<file path="config.mk">
export PLATFORM = sky130hd
export DESIGN_NAME = soft_knee_gain_vu_meter
export DESIGN_NICKNAME = d
export VERILOG_FILES = /design/src/hdl/skg_pkg.sv /design/src/hdl/skg_shape.sv /design/src/hdl/skg_meter.sv /design/src/hdl/soft_knee_gain_vu_meter.sv
export SDC_FILE = /design/constraint.sdc
export NUM_CORES = 1
export LEC_CHECK = 0
export BUFFER_PORTS_ARGS = -buffer_cell sky130_fd_sc_hd__buf_4
export CORE_UTILIZATION = 38
export DETAILED_ROUTE_END_ITERATION = 10
export PLACE_DENSITY = 0.65
export SLEW_MARGIN = 0
export SYNTH_ARGS = -nofsm -noshare
export SYNTH_HDL_FRONTEND = slang
export SYNTH_HIERARCHICAL = 1
export SYNTH_SLANG_ARGS = --single-unit
</file>
<file path="constraint.sdc">
create_clock -name clk -period 8.2 [get_ports clk]
set_input_delay 1.64 -clock clk [delete_from_list [all_inputs] [get_ports clk]]
set_output_delay 1.64 -clock clk [all_outputs]
set_load 0.005 [all_outputs]
</file>
<file path="src/hdl/skg_pkg.sv">
// ----------------------------------------------------------------------------
// skg_pkg
// Constants, types and helpers shared by the soft knee gain VU meter.
// ----------------------------------------------------------------------------
`default_nettype none

package skg_pkg;

  localparam logic [14:0] MAG_CLAMP  = 15'h7FFF;
  localparam logic [14:0] KNEE_RESET = 15'd24500;
  localparam int          BAR_MAX    = 12;
  localparam int          BAR_STEP   = 2300;
  localparam int          KNEE_SHIFT = 2;

  // register map: one word per register, index taken from paddr[2]
  localparam int          ADDR_W       = 3;
  localparam logic        REG_KNEE_IDX = 1'b0;

  typedef struct packed {
    logic advance;  // word moves from input stage to result stage
    logic last;     // word closes a buffer
  } meter_ctrl_t;

  typedef struct packed {
    logic [3:0]  bars;
    logic [14:0] peak;
  } meter_stat_t;

  // min(BAR_MAX, peak / BAR_STEP) as a row of independent compares
  function automatic logic [3:0] bar_count(input logic [14:0] peak);
    logic [3:0] n;
    n = '0;
    for (int k = 1; k <= BAR_MAX; k++) begin
      if (peak >= 15'(k * BAR_STEP)) begin
        n = 4'(k);
      end
    end
    return n;
  endfunction

endpackage

`default_nettype wire

</file>
<file path="src/hdl/skg_shape.sv">
// ----------------------------------------------------------------------------
// skg_shape
// Doubles a sample, compresses the part above the knee four to one, clamps.
// ----------------------------------------------------------------------------
`default_nettype none

module skg_shape (
  input  wire logic signed [15:0] sample,
  input  wire logic        [14:0] knee,
  output logic signed      [15:0] shaped,
  output logic             [14:0] mag
);
  import skg_pkg::*;

  logic        negative;
  logic [15:0] abs_val;
  logic [16:0] dbl;
  logic [16:0] knee_ext;
  logic [16:0] comp;

  always_comb begin
    negative = sample[15];
    // -32768 gives 16'h8000, read as unsigned 32768
    abs_val  = negative ? (16'd0 - 16'(sample)) : 16'(sample);
    dbl      = {abs_val, 1'b0};
    knee_ext = {2'b00, knee};
    if (dbl > knee_ext) begin
      comp = knee_ext + ((dbl - knee_ext) >> KNEE_SHIFT);
    end else begin
      comp = dbl;
    end
    if (comp > {2'b00, MAG_CLAMP}) begin
      mag = MAG_CLAMP;
    end else begin
      mag = comp[14:0];
    end
    shaped = negative ? signed'(16'd0 - {1'b0, mag}) : signed'({1'b0, mag});
  end

endmodule

`default_nettype wire

</file>
<file path="src/hdl/skg_meter.sv">
// ----------------------------------------------------------------------------
// skg_meter
// Buffer peak tracker and bar meter with one-bar-per-buffer decay.
// ----------------------------------------------------------------------------
`default_nettype none

module skg_meter (
  input  wire logic                 clk,
  input  wire logic                 rst,
  input  wire skg_pkg::meter_ctrl_t ctrl,
  input  wire logic [14:0]          mag,
  output skg_pkg::meter_stat_t      stat
);
  import skg_pkg::*;

  logic [14:0] running_peak;
  logic [3:0]  meter_bars;
  logic [14:0] peak_seen;
  logic [3:0]  measured;
  logic [3:0]  bars_next;
  logic [3:0]  bars_less;

  always_comb begin
    peak_seen = (mag > running_peak) ? mag : running_peak;
    measured  = bar_count(peak_seen);
    bars_less = meter_bars - 4'd1;
    // rise at once, fall by one bar at most
    if (measured >= meter_bars) begin
      bars_next = measured;
    end else if (bars_less > measured) begin
      bars_next = bars_less;
    end else begin
      bars_next = measured;
    end
    stat.peak = peak_seen;
    stat.bars = ctrl.last ? bars_next : meter_bars;
  end

  always_ff @(posedge clk) begin
    if (rst) begin
      running_peak <= '0;
      meter_bars   <= '0;
    end else if (ctrl.advance) begin
      if (ctrl.last) begin
        running_peak <= '0;
        meter_bars   <= bars_next;
      end else begin
        running_peak <= peak_seen;
      end
    end
  end

endmodule

`default_nettype wire

</file>
<file path="src/hdl/soft_knee_gain_vu_meter.sv">
// ----------------------------------------------------------------------------
// soft_knee_gain_vu_meter
// Gain stage with soft knee limiting and a buffer peak VU meter.
// ----------------------------------------------------------------------------
// Channel  Handshake            Payload
// in       in_valid/in_ready    sample_in, last_in_buffer
// out      out_valid/out_ready  sample_out, level_bars, buffer_peak, last_out
// cfg      APB psel/penable     paddr, pwdata, prdata (knee_threshold at 0)
//
// One word per cycle sustained while the output keeps taking words;
// each word goes to the input register, then to the result register.
// Peak and bar state update as a word moves into the result register.
// A stalled output holds its word; the input register keeps taking words
// until it is full as well. rst clears both stages and the meter state.
// ----------------------------------------------------------------------------
`default_nettype none

module soft_knee_gain_vu_meter (
  input  wire logic                       clk,
  input  wire logic                       rst,
  input  wire logic                       in_valid,
  output logic                            in_ready,
  input  wire logic signed [15:0]         sample_in,
  input  wire logic                       last_in_buffer,
  output logic                            out_valid,
  input  wire logic                       out_ready,
  output logic signed [15:0]              sample_out,
  output logic [3:0]                      level_bars,
  output logic [14:0]                     buffer_peak,
  output logic                            last_out,
  input  wire logic                       psel,
  input  wire logic                       penable,
  input  wire logic                       pwrite,
  input  wire logic [skg_pkg::ADDR_W-1:0] paddr,
  input  wire logic [31:0]                pwdata,
  output logic [31:0]                     prdata,
  output logic                            pready
);
  import skg_pkg::*;

  logic [14:0]        knee;
  logic               s1_valid;
  logic signed [15:0] s1_sample;
  logic               s1_last;
  logic               advance;
  logic signed [15:0] shaped;
  logic [14:0]        mag;
  meter_ctrl_t        mctrl;
  meter_stat_t        mstat;

  assign pready = 1'b1;

  always_ff @(posedge clk) begin
    if (rst) begin
      knee <= KNEE_RESET;
    end else if (psel && penable && pwrite && pready) begin
      unique case (paddr[2])
        REG_KNEE_IDX: knee <= pwdata[14:0];
        default: ;
      endcase
    end
  end

  always_comb begin
    unique case (paddr[2])
      REG_KNEE_IDX: prdata = {17'd0, knee};
      default:      prdata = '0;
    endcase
  end

  assign advance  = s1_valid && (!out_valid || out_ready);
  assign in_ready = !s1_valid || advance;

  always_ff @(posedge clk) begin
    if (rst) begin
      s1_valid <= 1'b0;
    end else if (in_ready) begin
      s1_valid <= in_valid;
    end
  end

  always_ff @(posedge clk) begin
    if (in_valid && in_ready) begin
      s1_sample <= sample_in;
      s1_last   <= last_in_buffer;
    end
  end

  skg_shape u_shape (
    .sample (s1_sample),
    .knee   (knee),
    .shaped (shaped),
    .mag    (mag)
  );

  assign mctrl.advance = advance;
  assign mctrl.last    = s1_last;

  skg_meter u_meter (
    .clk  (clk),
    .rst  (rst),
    .ctrl (mctrl),
    .mag  (mag),
    .stat (mstat)
  );

  always_ff @(posedge clk) begin
    if (rst) begin
      out_valid <= 1'b0;
    end else if (advance) begin
      out_valid <= 1'b1;
    end else if (out_ready) begin
      out_valid <= 1'b0;
    end
  end

  always_ff @(posedge clk) begin
    if (advance) begin
      sample_out  <= shaped;
      level_bars  <= mstat.bars;
      buffer_peak <= mstat.peak;
      last_out    <= s1_last;
    end
  end

endmodule

`default_nettype wire

</file>
Yosys cells after proc, flatten, opt, wreduce, memory -nomap -nowiden. Cells that the tools add are included.

Register bits: 89. Input port bits: 59. Output and inout bits: 71. Word-level logic and storage cells: 69.

Add/subtract/negate cells: 5. $lt $le $gt $ge: 17. Mux-type cells: 24. Bitwise operators: 1. Reductions and logical operators: 10.

Operators with widths (number): >= comparator 15 bit (second input constant) (5); 2-to-1 mux 15 bit (5); >= comparator 15 x 14 -> 1 bit (second input constant) (4); 2-to-1 mux 4 bit (8); >= comparator 15 x 13 -> 1 bit (second input constant) (2); greater-than comparator 17 x 15 -> 1 bit (1); greater-than comparator 17 x 15 -> 1 bit (second input constant) (1); 2-to-1 mux 17 bit (1); subtractor 17 x 15 -> 17 bit (1); adder 15 x 15 -> 16 bit (1); 2-to-1 mux 16 bit (1); subtractor 1 x 15 -> 16 bit (first input constant) (1); subtractor 1 x 16 -> 16 bit (first input constant) (1); >= comparator 15 x 12 -> 1 bit (second input constant) (1); greater-than comparator 15 bit (1); 2-to-1 mux 3 bit (4); >= comparator 4 bit (1); greater-than comparator 4 bit (1); logical AND 1 bit (4); 2-to-1 mux 2 bit (2); subtractor 4 x 1 -> 4 bit (second input constant) (1); 2-to-1 mux 1 bit (3); logical NOT 1 bit (2); logical OR 1 bit (2); 3 further kinds (3).

Logic depth before layout (Yosys ltp). Gate-level depths: netlist of run 1.

Depth after elaboration: 26. Gate-level depth with buffers: 46. Gate-level depth less buffers: 44.

By module. Netlist of run 1, hierarchy kept.

Modules (own cells, without submodules): skg_meter (instances 1, cells an instance 360, area each 2593.7 sq um, sequential area each 380.4 sq um); soft_knee_gain_vu_meter (instances 1, cells an instance 165, area each 2568.7 sq um, sequential area each 1931.9 sq um); skg_shape (instances 1, cells an instance 356, area each 2438.6 sq um, sequential area each 0.0 sq um).

Worst setup path after synthesis of run 1. Ideal clock, no wire load.

Path kind: reg2reg. Start: reg s1_sample[2]. End: reg level_bars[2], data pin. Setup time: 0.256 ns. Data arrival time: 8.573 ns. Data required time: 7.944 ns. Path slack: -0.629 ns. Cell stages (with the launch flop): 41. Path buffers: 2. Period minus slack after synthesis: 8.829 ns. Cell sequence: edfxtp_1 -> nor4_4 -> and2_1 -> nor2_1 -> xnor2_1 -> inv_1 -> ha_1 -> a21boi_0 -> o21ai_0 -> nand3_1 -> a31oi_1 -> o21bai_1 -> xor2_1 -> ha_1 -> a21oi_1 -> nand3_1 -> a31oi_1 -> a31oi_1 -> (+5 left out) -> o211a_1 -> nor2_1 -> buf_2 -> mux2_2 -> a211oi_1 -> nor4_1 -> o32ai_1 -> inv_1 -> ha_1 -> nor2b_1 -> o21ai_0 -> nand2b_1 -> a21oi_1 -> nor3_1 -> nand2_1 -> clkbuf_1 -> o21ai_0 -> a22o_1.

RTL lines: start, declared (line soft_knee_gain_vu_meter.sv:43) `logic signed [15:0] s1_sample;`; start signal, assigned (line soft_knee_gain_vu_meter.sv:84) `s1_sample <= sample_in;`; end signal, assigned (line soft_knee_gain_vu_meter.sv:120) `level_bars <= mstat.bars;`; end, declared (line soft_knee_gain_vu_meter.sv:28) `output logic [3:0] level_bars,`.

==> results of run 1 <==
-- placed cells by master (no fill, tap or decap), types with 11 or more instances in the layout --
| cell type | count |
|---|---|
| sky130_fd_sc_hd__buf_4 | 369 |
| sky130_fd_sc_hd__o211ai_1 | 12 |
| sky130_fd_sc_hd__mux2i_1 | 24 |
| sky130_fd_sc_hd__inv_1 | 62 |
| sky130_fd_sc_hd__a2bb2oi_1 | 15 |
| sky130_fd_sc_hd__nand2b_1 | 20 |
| sky130_fd_sc_hd__nor2b_1 | 18 |
| sky130_fd_sc_hd__nand3_1 | 13 |
| sky130_fd_sc_hd__nor2_1 | 73 |
| sky130_fd_sc_hd__edfxtp_1 | 53 |
| sky130_fd_sc_hd__a21oi_2 | 17 |
| sky130_fd_sc_hd__ha_1 | 45 |
| sky130_fd_sc_hd__dfxtp_1 | 36 |
| sky130_fd_sc_hd__xnor2_1 | 27 |
| sky130_fd_sc_hd__nand4_1 | 12 |
| sky130_fd_sc_hd__a21oi_1 | 38 |
| sky130_fd_sc_hd__nand2_1 | 47 |
| sky130_fd_sc_hd__nor3_1 | 26 |
| sky130_fd_sc_hd__o21ai_0 | 20 |
| sky130_fd_sc_hd__a21o_1 | 11 |
| sky130_fd_sc_hd__o21ai_1 | 11 |
| sky130_fd_sc_hd__ha_4 | 11 |
| sky130_fd_sc_hd__conb_1 | 18 |
-- cells in the mapped netlist, types with 4 or more instances --
library cell                number  area share (%)
sky130_fd_sc_hd__a31oi_1        11            0.91
sky130_fd_sc_hd__nand3b_1        4            0.40
sky130_fd_sc_hd__clkbuf_1       24             1.2
sky130_fd_sc_hd__buf_2           6            0.40
sky130_fd_sc_hd__nor3_1         35             2.3
sky130_fd_sc_hd__o21bai_1        5            0.49
sky130_fd_sc_hd__and3_1          4            0.33
sky130_fd_sc_hd__o31ai_1         6            0.59
sky130_fd_sc_hd__xnor2_1        34             3.9
sky130_fd_sc_hd__nor2b_1        18             1.5
sky130_fd_sc_hd__buf_6           4            0.59
sky130_fd_sc_hd__nand3_1        16             1.1
sky130_fd_sc_hd__nor4_1          9            0.74
sky130_fd_sc_hd__nand4_1        12            0.99
sky130_fd_sc_hd__buf_4          19             1.9
sky130_fd_sc_hd__nand2b_1       21             1.7
sky130_fd_sc_hd__a2111oi_0       4            0.46
sky130_fd_sc_hd__inv_1          69             3.4
sky130_fd_sc_hd__a21o_1         11             1.1
sky130_fd_sc_hd__a221oi_1        4            0.46
sky130_fd_sc_hd__and2b_2         5            0.58
sky130_fd_sc_hd__o211ai_1       12             1.2
sky130_fd_sc_hd__a211oi_1        8            0.79
sky130_fd_sc_hd__nor2_1         81             4.0
sky130_fd_sc_hd__dfxtp_1        36             9.5
sky130_fd_sc_hd__or3_1           5            0.41
sky130_fd_sc_hd__o31a_1          6            0.69
sky130_fd_sc_hd__a2bb2oi_1      15             1.7
sky130_fd_sc_hd__mux2_2         13             1.9
sky130_fd_sc_hd__edfxtp_1       53              21
sky130_fd_sc_hd__nand2_1        50             2.5
sky130_fd_sc_hd__xor2_1         11             1.3
sky130_fd_sc_hd__o21ai_0        35             2.3
sky130_fd_sc_hd__mux2i_1        25             3.3
sky130_fd_sc_hd__a21oi_1        60             4.0
sky130_fd_sc_hd__o21a_1          9            0.89
sky130_fd_sc_hd__ha_1           56             9.2
sky130_fd_sc_hd__and2_1          8            0.66
-- metal layers --
metal	track usage (%)	share of wire, %
met1	33.6	44
met2	41.8	47
met3	4.10	6.1
met4	6.49	2.1
met5	2.01	0.18
-- cells by family after synthesis --
logic type	after synthesis	share of synthesized area (%)
other	2	0.0988
AND/OR/NAND/NOR	290	20.1
buffers and inverters	125	7.82
AO/OA/AOI/OAI	234	21.4
XOR/XNOR	45	5.19
multiplexers	39	5.51
adder cells (fa/ha/maj)	57	9.48
flip-flops	89	30.4
-- final cells by class --
type                       count  share of cell area [%]
inverter                      71                    2.27
timing repair buffer         381                    24.9
clock buffer                  10                    1.94
tap                          265                    2.80
sequential                    89                    19.5
multi-input combinational    683                    47.8
clock inverter                 6                   0.761
-- flip-flops by register name, indices dropped and copies added (netlist names) --
name and count:
s1_sample 16, sample_out 16, buffer_peak 15, knee 15, u_meter/running_peak 15, level_bars 4, u_meter/meter_bars 4, last_out 1
out_valid 1, s1_last 1, s1_valid 1
-- path summary, 6_finish.rpt --
path                      from            end  cells after the start
setup reg to reg  s1_sample[2]  level_bars[3]                     44
setup / recovery  s1_sample[2]  level_bars[3]                     44
hold / removal        s1_valid      out_valid                      2
hold reg to reg       s1_valid      out_valid                      2
-- report_power, final --
| group | total [mW] | switching [mW] | internal, mW |
|---|---|---|---|
| Clock | 0.458 | 0.189 | 0.268 |
| Sequential | 0.599 | 0.0363 | 0.563 |
| Combinational | 2.67 | 1.34 | 1.33 |
| Total | 3.73 | 1.56 | 2.16 |
-- what timing repair did --
| action | in CTS | in global routing |
|---|---|---|
| setup endpoints to repair | 8 | 8 |
| pin swaps | 63 | 38 |
| setup buffers | 65 | 12 |
| gates resized for setup | 82 | 61 |
| hold buffers | 0 | 0 |
-- worst reg2reg max path, delay by kind of cell (launching register included) --
family	cells	cell delay, ps
AO/OA/AOI/OAI	15	2550
XOR/XNOR	2	380
adder cells (fa/ha/maj)	4	1070
buffers and inverters	9	1180
flip-flops	1	420
multiplexers	1	190
AND/OR/NAND/NOR	13	2620
==> impl.org, run 1 <==
** GRT
- In the global route stage, overall resource usage came out at 25.2%.
- Number of antenna violations at the first check in global routing :: 0
- First-pass GRT wire length :: 39,800 um
- After global routing the overflow that remains totals 0.
- Via count of the first global-routing pass :: 7,678
- Entering global routing, the biggest net connects 58 pins.

** Final layout
- Registers take 0.00231 mm^2.
- Multi-input gate area in the final layout :: 0.00566 mm^2
- 0 antenna diodes ended up in the layout.
- Summing all non-filler instances in the final layout gives an area of 0.0118 mm^2.
- The finished layout holds 1,505 standard cells, fillers aside.
- Area delta synth->final :: 55.7%
- Cells with a size suffix above 1 make up 44.4% of the layout.
- Fill cells in the final layout number 1,668.
- # nets final :: 1,351
- Final core utilization :: 60.6%

** Synth
- After synthesis, the mean cell area works out to 8.63 um^2.
- The synthesized design contains 53 enable-type register cells.
- Among all flip-flop cells after synthesis, the most frequent one is sky130_fd_sc_hd__edfxtp_1.
- Cells after synthesis :: 881
- After synthesis, flip-flops and latches occupy 30.4% of the total area.
- Fraction of synthesis flops using an asynchronous set or reset pin :: 0%
- Count of distinct cell types in the synthesized netlist :: 84
- After synthesis the cells add up to 0.00760 mm^2.
- Counting flops and latches in the post-synthesis netlist gives 89.
- Yosys printed 6 warnings.

** Detailed routing
- The detail route stage leaves a number of antenna-violating nets equal to 0.
- First-pass iteration count of the detailed router :: 6
- DRC violation total after the first TritonRoute iteration :: 643
- In the final routed layout, each cell accounts on average for 17.8 um.
- Total Wirelength :: 26,800 um
- Summing over every cut layer, the via total after detailed routing is 8,124.
- Mean number of vias per cell :: 5.40
- Count of unresolved DRC violations after routing :: 0

** Worst setup path
- Element type at the critical path end :: flip-flop
- Setup slack on the worst reg-to-reg path comes out at -450 ps.
- The number of buffers and inverters on the critical path is 9.
- Among cell families on the critical path, the largest total delay comes from simple AND/OR/NAND/NOR gates.
- Biggest cell delay along the critical path :: 550 ps
- For this design, the slowest cell found on the critical path is sky130_fd_sc_hd__or4_4.
- In this design, the critical path's most frequently occurring cell is sky130_fd_sc_hd__buf_4.
- Data on the critical path is required at its endpoint by 8320 ps.
- STA classifies the critical path startpoint as a flip-flop.
- In this run the worst path has a maximum fanout of 13.
- Worst Setup Path Type :: reg -> reg
- Arrival time of data at the critical path endpoint :: 8770 ps

** Clock tree
- TritonCTS built the clock tree.
- Longest Clk Path Bufs :: 2
- CTS built an H-tree with a depth of 3.
- Count of clock tree sinks :: 89
- Clock latency on the worst-skew pair :: 360 ps
- TritonCTS buffer count :: 9
- The root buffer cell chosen for the clock tree is sky130_fd_sc_hd__clkbuf_16.
- Clock edge transition at the registers on the reported setup and hold paths :: 70 ps

** Timing
- Slew at the pin closest to its max-slew limit :: 898 ps
- Setup WS post-layout :: -454 ps
- Unrepaired setup endpoints after global routing :: true
- For the finished layout, the period the worst path requires is 8650 ps.
- Max Transition Viols Final :: 0
- Of the available clock period, the critical path in the final layout requires 106%.
- Finish-stage setup viols :: 8
- Final count of hold timing violations :: 0
- Static timing analysis puts the maximum clock frequency at 0.116 GHz.
- Final setup skew :: 11.5 ps
- Worst Hold Slack :: 467 ps
- Max-slew headroom :: 40.1%
- Summed over all failing endpoints, the final setup total negative slack is -3120 ps.

** Floorplan
- Once the floorplan was initialized, standard cells occupied 38.9% of the core.
- Full die area :: 0.0206 mm^2
- The region available for standard cell placement spans 0.0195 mm^2.
- Vert. Die Dim :: 143 um
- In this run the count of I/O pins placed on the die edge is 130.
- Width of the die :: 143 um
- Num rows :: 51

** Placed design
- Final HPWL from detailed placement :: 18,500 um
- Final estimated routing congestion in global placement :: 0.996
- Buffers placed on the I/O ports in this run total 92.
- Counting tap cells, the placed design contains a total of 1,413 instances.
- Before CTS, the worst setup slack after placement is -738 ps.
- After detailed placement, the total cell area comes to 0.0102 mm^2.

** Outcome
- Outcome :: complete, but fails checks
- Failing checks :: negative setup slack

** Power and ir drop
- Across the VDD grid, the largest voltage drop is 232 uV.
- Pwr/cell area :: 315 mW/mm^2
- Leakage Power :: 5.05 nW
- The design draws 3.73 mW.

** Job
- Max-cap violations in this run came to 0.

** Worst hold path
- Worst min-delay path class :: reg -> reg
Note: power is estimated with default switching activity, not from simulation.
==> run 2, diff against run 1 <==
- BUFFER_PORTS_ARGS: -buffer_cell sky130_fd_sc_hd__buf_4 -> -buffer_cell sky130_fd_sc_hd__clkbuf_2
==> impl.org, run 2 (synthesis gave the netlist of run 1 again) <==
** Detailed routing
- Met3 wirelength from detailed routing :: 1840 um
- Detailed routing placed a total of 11,300 um of wire on met2.
- Top metal layer carrying routed signals :: met4
- Final ANT Viol Nets :: 0
- Wirelength per Cell :: 16.8 um
- First-pass iteration count of the detailed router :: 6
- Routed length on met1 :: 10,900 um
- Total Wirelength :: 24,300 um
- Count of unresolved DRC violations after routing :: 0
- DRC violation total after the first TritonRoute iteration :: 631
- Mean number of vias per cell :: 5.35
- Number of vias in the routed layout :: 7,762

** Clock tree
- TritonCTS created 9 clock buffers.
- Root buffer selected by CTS :: sky130_fd_sc_hd__clkbuf_16
- No sink is reached through more buffers than the 2 on the longest clock path.
- The clock reaches the later pin of the worst-skew pair after 360 ps.
- TritonCTS clock tree :: built
- Clock-pin slew was measured on the worst setup and hold paths at 70 ps.
- Count of clock tree sinks :: 89
- CTS built an H-tree with a depth of 3.

** Outcome
- The flow ran to the end, but the final reports show violations.
- Failing checks :: negative setup slack

** Worst setup path
- Worst Setup Path Type :: reg -> reg
- Slowest-stage cell, CP :: sky130_fd_sc_hd__or4_4
- For the worst setup path, the data required time is 8320 ps.
- The cell that appears most often on the critical path is sky130_fd_sc_hd__o21ai_2.
- The worst setup path is captured at a flip-flop.
- On the worst path, the slowest cell contributes a delay of 580 ps.
- STA puts the critical path data arrival time at 8760 ps.
- In this run the worst path has a maximum fanout of 6.
- Startpoint class of the critical path :: flip-flop

** Placed design
- Prior to clock tree synthesis, the placed netlist has a worst setup slack of -560 ps.
- Final estimated routing congestion in global placement :: 0.967
- PortBufs :: 92
- Detailed placement finished with a half-perimeter wire length of 18,000 um.
- The number of placed instances, taps included, is 1,404.

** Timing
- Slew at the pin closest to its max-slew limit :: 906 ps
- Total negative slack for setup checks :: -3190 ps
- Worst Hold Slack :: 466 ps
- Maximum clock frequency :: 0.116 GHz
- Unrepaired setup endpoints after global routing :: true
- Clock period minus worst slack :: 8640 ps
- Setup violations remaining at the end of the flow were counted as 8.
- Final setup skew :: 8.50 ps
- The final critical path takes up 105% of the cycle.
- Final count of hold timing violations :: 0
- Measured against its own limit, the worst slew margin works out to 39.5%.
- Once routing completed, OpenROAD measured the worst setup slack at -441 ps.
- Max Transition Viols Final :: 0

** Floorplan
- The core region is 0.0195 mm^2.
- The floorplan has 51 rows.
- In this run the count of I/O pins placed on the die edge is 130.
- Measured along the y axis, the die boundary spans 143 um.
- In this run the horizontal extent of the chip is 143 um.
- Effective utilization at floorplan :: 38.9%
- The die covers 0.0206 mm^2.

** GRT
- The number of global-route vias before repair came to 7,218.
- Global routing used 23.4% of the available tracks.
- Entering global routing, the biggest net connects 58 pins.
- The initial antenna violation count was 0.
- Congestion Overflow GR :: 0
- The first global-routing pass estimated 37,000 um of wire.

** Job
- MaxCap Viol Count :: 0

** Power and ir drop
- Net switching is 41.8% of the power.
- Summed over all cells, the static leakage comes to 4.71 nW.
- Pwr/cell area :: 318 mW/mm^2
- Switching power of the nets :: 1.47 mW
- Of the total power, combinational logic draws 70.1%.
- Max rail drop VDD :: 213 uV
- Clock Power Share :: 12.9%
- Share of total power in sequential cells :: 17.0%
- Cell internal power was estimated by the tool at 2.05 mW.

** Final layout
- Count of antenna diodes in the layout :: 0
- For this run, the number of standard cells in the final layout without fillers is 1,450.
- The net count of the finished layout is 1,296.
- Fraction of final layout cells with drive strength greater than 1 :: 41.4%
- Commonest non-fill, non-tap cell in the layout :: sky130_fd_sc_hd__buf_4
- Highest-count cells in the layout ignoring fill and taps :: 220 x sky130_fd_sc_hd__buf_4, 92 x sky130_fd_sc_hd__clkbuf_2, 74 x sky130_fd_sc_hd__nor2_1
- Largest regs :: s1_sample x16, sample_out x16
- Area delta synth->final :: 45.6%

** Worst hold path
- The tightest min-delay check is of the reg -> reg type.
==> run 2: changes by cell type in the layout (fill, tap and decap cells not counted), sizes merged <==
cell,previous run,this run
buf,381,232
clkbuf,10,104
clkinv,1,2
clkinvlp,2,0
inv,72,73
==> run 2: metrics by stage <==
stage	utilization (%)	area (um^2)	total power, mW
final	56.7	11100	3.52
after global routing	56.7	11100	3.75
after CTS	53.3	10400	3.19
after detailed placement	50.8	9910	2.67
after global placement	50.8	9910	2.65
after floorplan	-	7890	1.81
==> run 2: layout make-up <==
cell class | instances | area (um^2)
Timing Repair Buffer | 326 | 2340
Sequential cell | 89 | 2310
Tap cell | 265 | 332
Inverter | 71 | 269
Clock inverter | 6 | 87.6
Clock buffer | 10 | 229
Fill cell | 1737 | 8460
Multi-Input combinational cell | 683 | 5490
==> run 2: worst max-delay path, delay by kind of cell, from the launching register on <==
| family | cells | cell delay, ps |
|---|---|---|
| AOI/OAI and AO/OA | 17 | 2880 |
| xor gates and xnor gates | 2 | 370 |
| adders and majority gates | 4 | 1210 |
| buffers and inverters | 4 | 580 |
| and+or+nand+nor | 11 | 2560 |
| DFF | 1 | 430 |
| muxes | 1 | 310 |
==> run 2: power groups by stage <==
stage	Sequential [mW]	Clock, mW	Combinational [mW]
2_1_floorplan	0.602	0	1.21
3_3_place_gp	0.604	0	2.04
3_5_place_dp	0.605	0	2.07
4_1_cts	0.596	0.464	2.13
5_1_grt	0.605	0.482	2.66
6_report	0.599	0.454	2.47
==> run 2: metal layers <==
layer,track usage (%),vias up
met5,0,-
met4,5.26,0
met3,5.06,33
met2,37.6,293
met1,31.9,3635
li1,-,3801
==> run 2: timing repair <==
item                                    CTS  global route
hold buffers                              0             0
gates cloned                              0             2
resized for setup                        19           104
hold endpoints to repair                  0             0
pin swaps                                23            69
setup buffers                            11            17
endpoints found under the setup margin    8             8
==> run 2: final timing paths <==
kind / start / to / slack [ps] / depth (start not counted)
setup / recovery: s1_sample[4] / level_bars[2] / -440 / 39
hold / removal: s1_valid / out_valid / 470 / 2
setup reg to reg: s1_sample[4] / level_bars[2] / -440 / 39
hold reg to reg: s1_valid / out_valid / 470 / 2
==> run 3, diff against run 2 <==
- CORE_MARGIN: unset -> 4
==> impl.org, run 3 (synthesis gave the netlist of run 1 again) <==
** Worst setup path
- Worst R2R Setup Slack :: -450 ps
- Arrival time of data at the critical path endpoint :: 8770 ps
- Along the worst path, the maximum fanout reaches 7.
- Element type at the critical path end :: flip-flop
- STA classifies the critical path startpoint as a flip-flop.
- Biggest cell delay along the critical path :: 550 ps
- Worst Reg-to-Reg Cells :: 42
- The endpoint identified for the worst register-to-register timing path is level_bars[3].
- Startpoint of the worst setup timing path :: s1_sample[3]
- Worst reg2reg path startpoint :: s1_sample[3]
- The setup path with the least slack is of type reg -> reg.
- For the worst setup path, the data required time is 8310 ps.
- Slowest-stage cell, CP :: sky130_fd_sc_hd__or4_4

** Floorplan
- Effective utilization at floorplan :: 38.8%
- Core area :: 0.0196 mm^2
- Num rows :: 51
- The die covers 0.0223 mm^2.
- Vert. Die Dim :: 149 um
- Number of I/O pins :: 130
- Width of the die :: 149 um

** Placed design
- Final HPWL from detailed placement :: 18,500 um
- The congestion estimate from routability-driven global placement came to 0.942.
- In this run, placement finished with an instance count of 1,405.
- PortBufs :: 92
- Total placed instance area :: 0.00989 mm^2
- DP Worst Slack :: -744 ps

** Clock tree
- Clock-pin slew was measured on the worst setup and hold paths at 70 ps.
- Number of H-tree branching levels :: 3
- Clock latency on the worst-skew pair :: 360 ps
- TritonCTS buffer count :: 9
- Longest Clk Path Bufs :: 2
- Root buffer selected by CTS :: sky130_fd_sc_hd__clkbuf_16
- TritonCTS clock tree :: built
- The clock net in this run drives a total of 89 sinks.
- Buffers inserted to repair hold after CTS numbered 0.

** Final layout
- Area of all placed cells without fillers :: 0.0112 mm^2
- In the layout the commonest cells are 249 x sky130_fd_sc_hd__buf_4, 92 x sky130_fd_sc_hd__clkbuf_2, 76 x sky130_fd_sc_hd__nor2_1.
- # nets final :: 1,323
- The largest registers in the layout are s1_sample x16, sample_out x16.
- The library cell used most frequently in the layout, excluding fill and tap cells, is sky130_fd_sc_hd__buf_4.
- Finished Layout Cells :: 1,478
- The area growth from synthesis to layout is 47.7%.
- Cells with a size suffix above 1 make up 42.5% of the layout.

** Timing
- Clock period minus worst slack :: 8650 ps
- Setup slack on the critical path of the routed design comes to -451 ps.
- Max Transition Viols Final :: 0
- Setup repair after global routing could not meet its margin everywhere.
- Max-slew headroom :: 40.8%
- Final count of hold timing violations :: 0
- The clock arrives with 8.78 ps of skew.
- For the final routed database, the setup TNS stands at -3030 ps.
- For this run, the top clock speed supported by timing is 0.116 GHz.
- Portion of the clock cycle consumed by the worst path in the final layout :: 106%
- Slew at the pin closest to its max-slew limit :: 888 ps
- Setup violations remaining at the end of the flow were counted as 8.

** Worst hold path
- The path with the worst hold slack has its endpoint at out_valid.
- The tightest min-delay check is of the reg -> reg type.
- Hold Path Depth :: 2
- The startpoint identified for the worst hold timing path is s1_valid.

** Detailed routing
- In the detailed route, the total length drawn on met3 is 1440 um.
- Mean number of vias per cell :: 5.31
- Routed length on met2 :: 11,300 um
- Count of unresolved DRC violations after routing :: 0
- First-pass iteration count of the detailed router :: 5
- Wirelength per Cell :: 16.7 um
- The routed layout has 7,844 vias.
- Once detail routing completed, the nets flagged for antenna violations numbered 0.
- Top metal layer carrying routed signals :: met4
- Total Wirelength :: 24,700 um
- Routed length on met1 :: 11,300 um
- DRC violation total after the first TritonRoute iteration :: 562

** GRT
- In the global route stage, overall resource usage came out at 21.6%.
- Via count of the first global-routing pass :: 7,487
- First-pass GRT wire length :: 38,400 um
- The initial antenna violation count is 0.
- Congestion Overflow GR :: 0
- Entering global routing, the biggest net connects 58 pins.

** Outcome
- The final reports fail on negative setup slack.
- The flow ran to the end, but the final reports show violations.

** Power and ir drop
- Power comes to 3.59 mW.
- Leakage Power :: 4.80 nW
- In this run the power density over the cells is 319 mW/mm^2.
- Across the VDD grid, the largest voltage drop is 167 uV.

** Job
- Max-cap violations in this run came to 0.
==> run 3: through the flow <==
step,hold WS [ps],utilization [%]
after floorplan,434,-
after global placement,442,50.5
after detailed placement,458,50.5
after CTS,469,54.7
after global routing,493,57.3
final,461,57.3
==> run 3: routing by layer <==
layer	up-vias	global-route usage, %
li1	3863	-
met1	3681	29.1
met2	248	34.9
met3	52	3.63
met4	0	8.15
met5	-	0
==> run 3: worst max path at each step <==
stage,endpoint,depth (start not counted)
floorplan,u_meter/meter_bars[3],40
global placement,level_bars[2],42
detailed placement,level_bars[2],40
CTS,level_bars[3],42
global route,level_bars[3],43
finish,level_bars[3],42
==> run 3: worst max-delay path: cells and delay by family, from the launching register on <==
family                     cells  cell delay, ps
AOI/OAI and AO/OA             19            3220
xor gates and xnor gates       2             430
adders and majority gates      4            1160
buffers and inverters          5             690
DFF                            1             440
muxes                          2             490
and+or+nand+nor               10            1990
==> run 3: repair_timing <==
item	4_1_cts	5_1_grt
gates resized for setup	65	60
cloned	0	1
pin swaps	52	57
endpoints found under the setup margin	8	8
buffers inserted	32	23
==> run 3: cell type report <==
cell class	count	area, um^2
fill	1726	8360
multi-input combinational	683	5520
timing repair buffer	353	2500
sequential	89	2310
tap	265	332
inverter	71	269
clock buffer	11	233
clock inverter	5	56.3
antenna	1	2.50
==> run 3: power breakdown <==
| part | total, mW | internal [mW] | switching [mW] |
|---|---|---|---|
| registers | 0.596 | 0.563 | 0.0335 |
| logic | 2.57 | 1.28 | 1.29 |
| clock network | 0.422 | 0.237 | 0.186 |
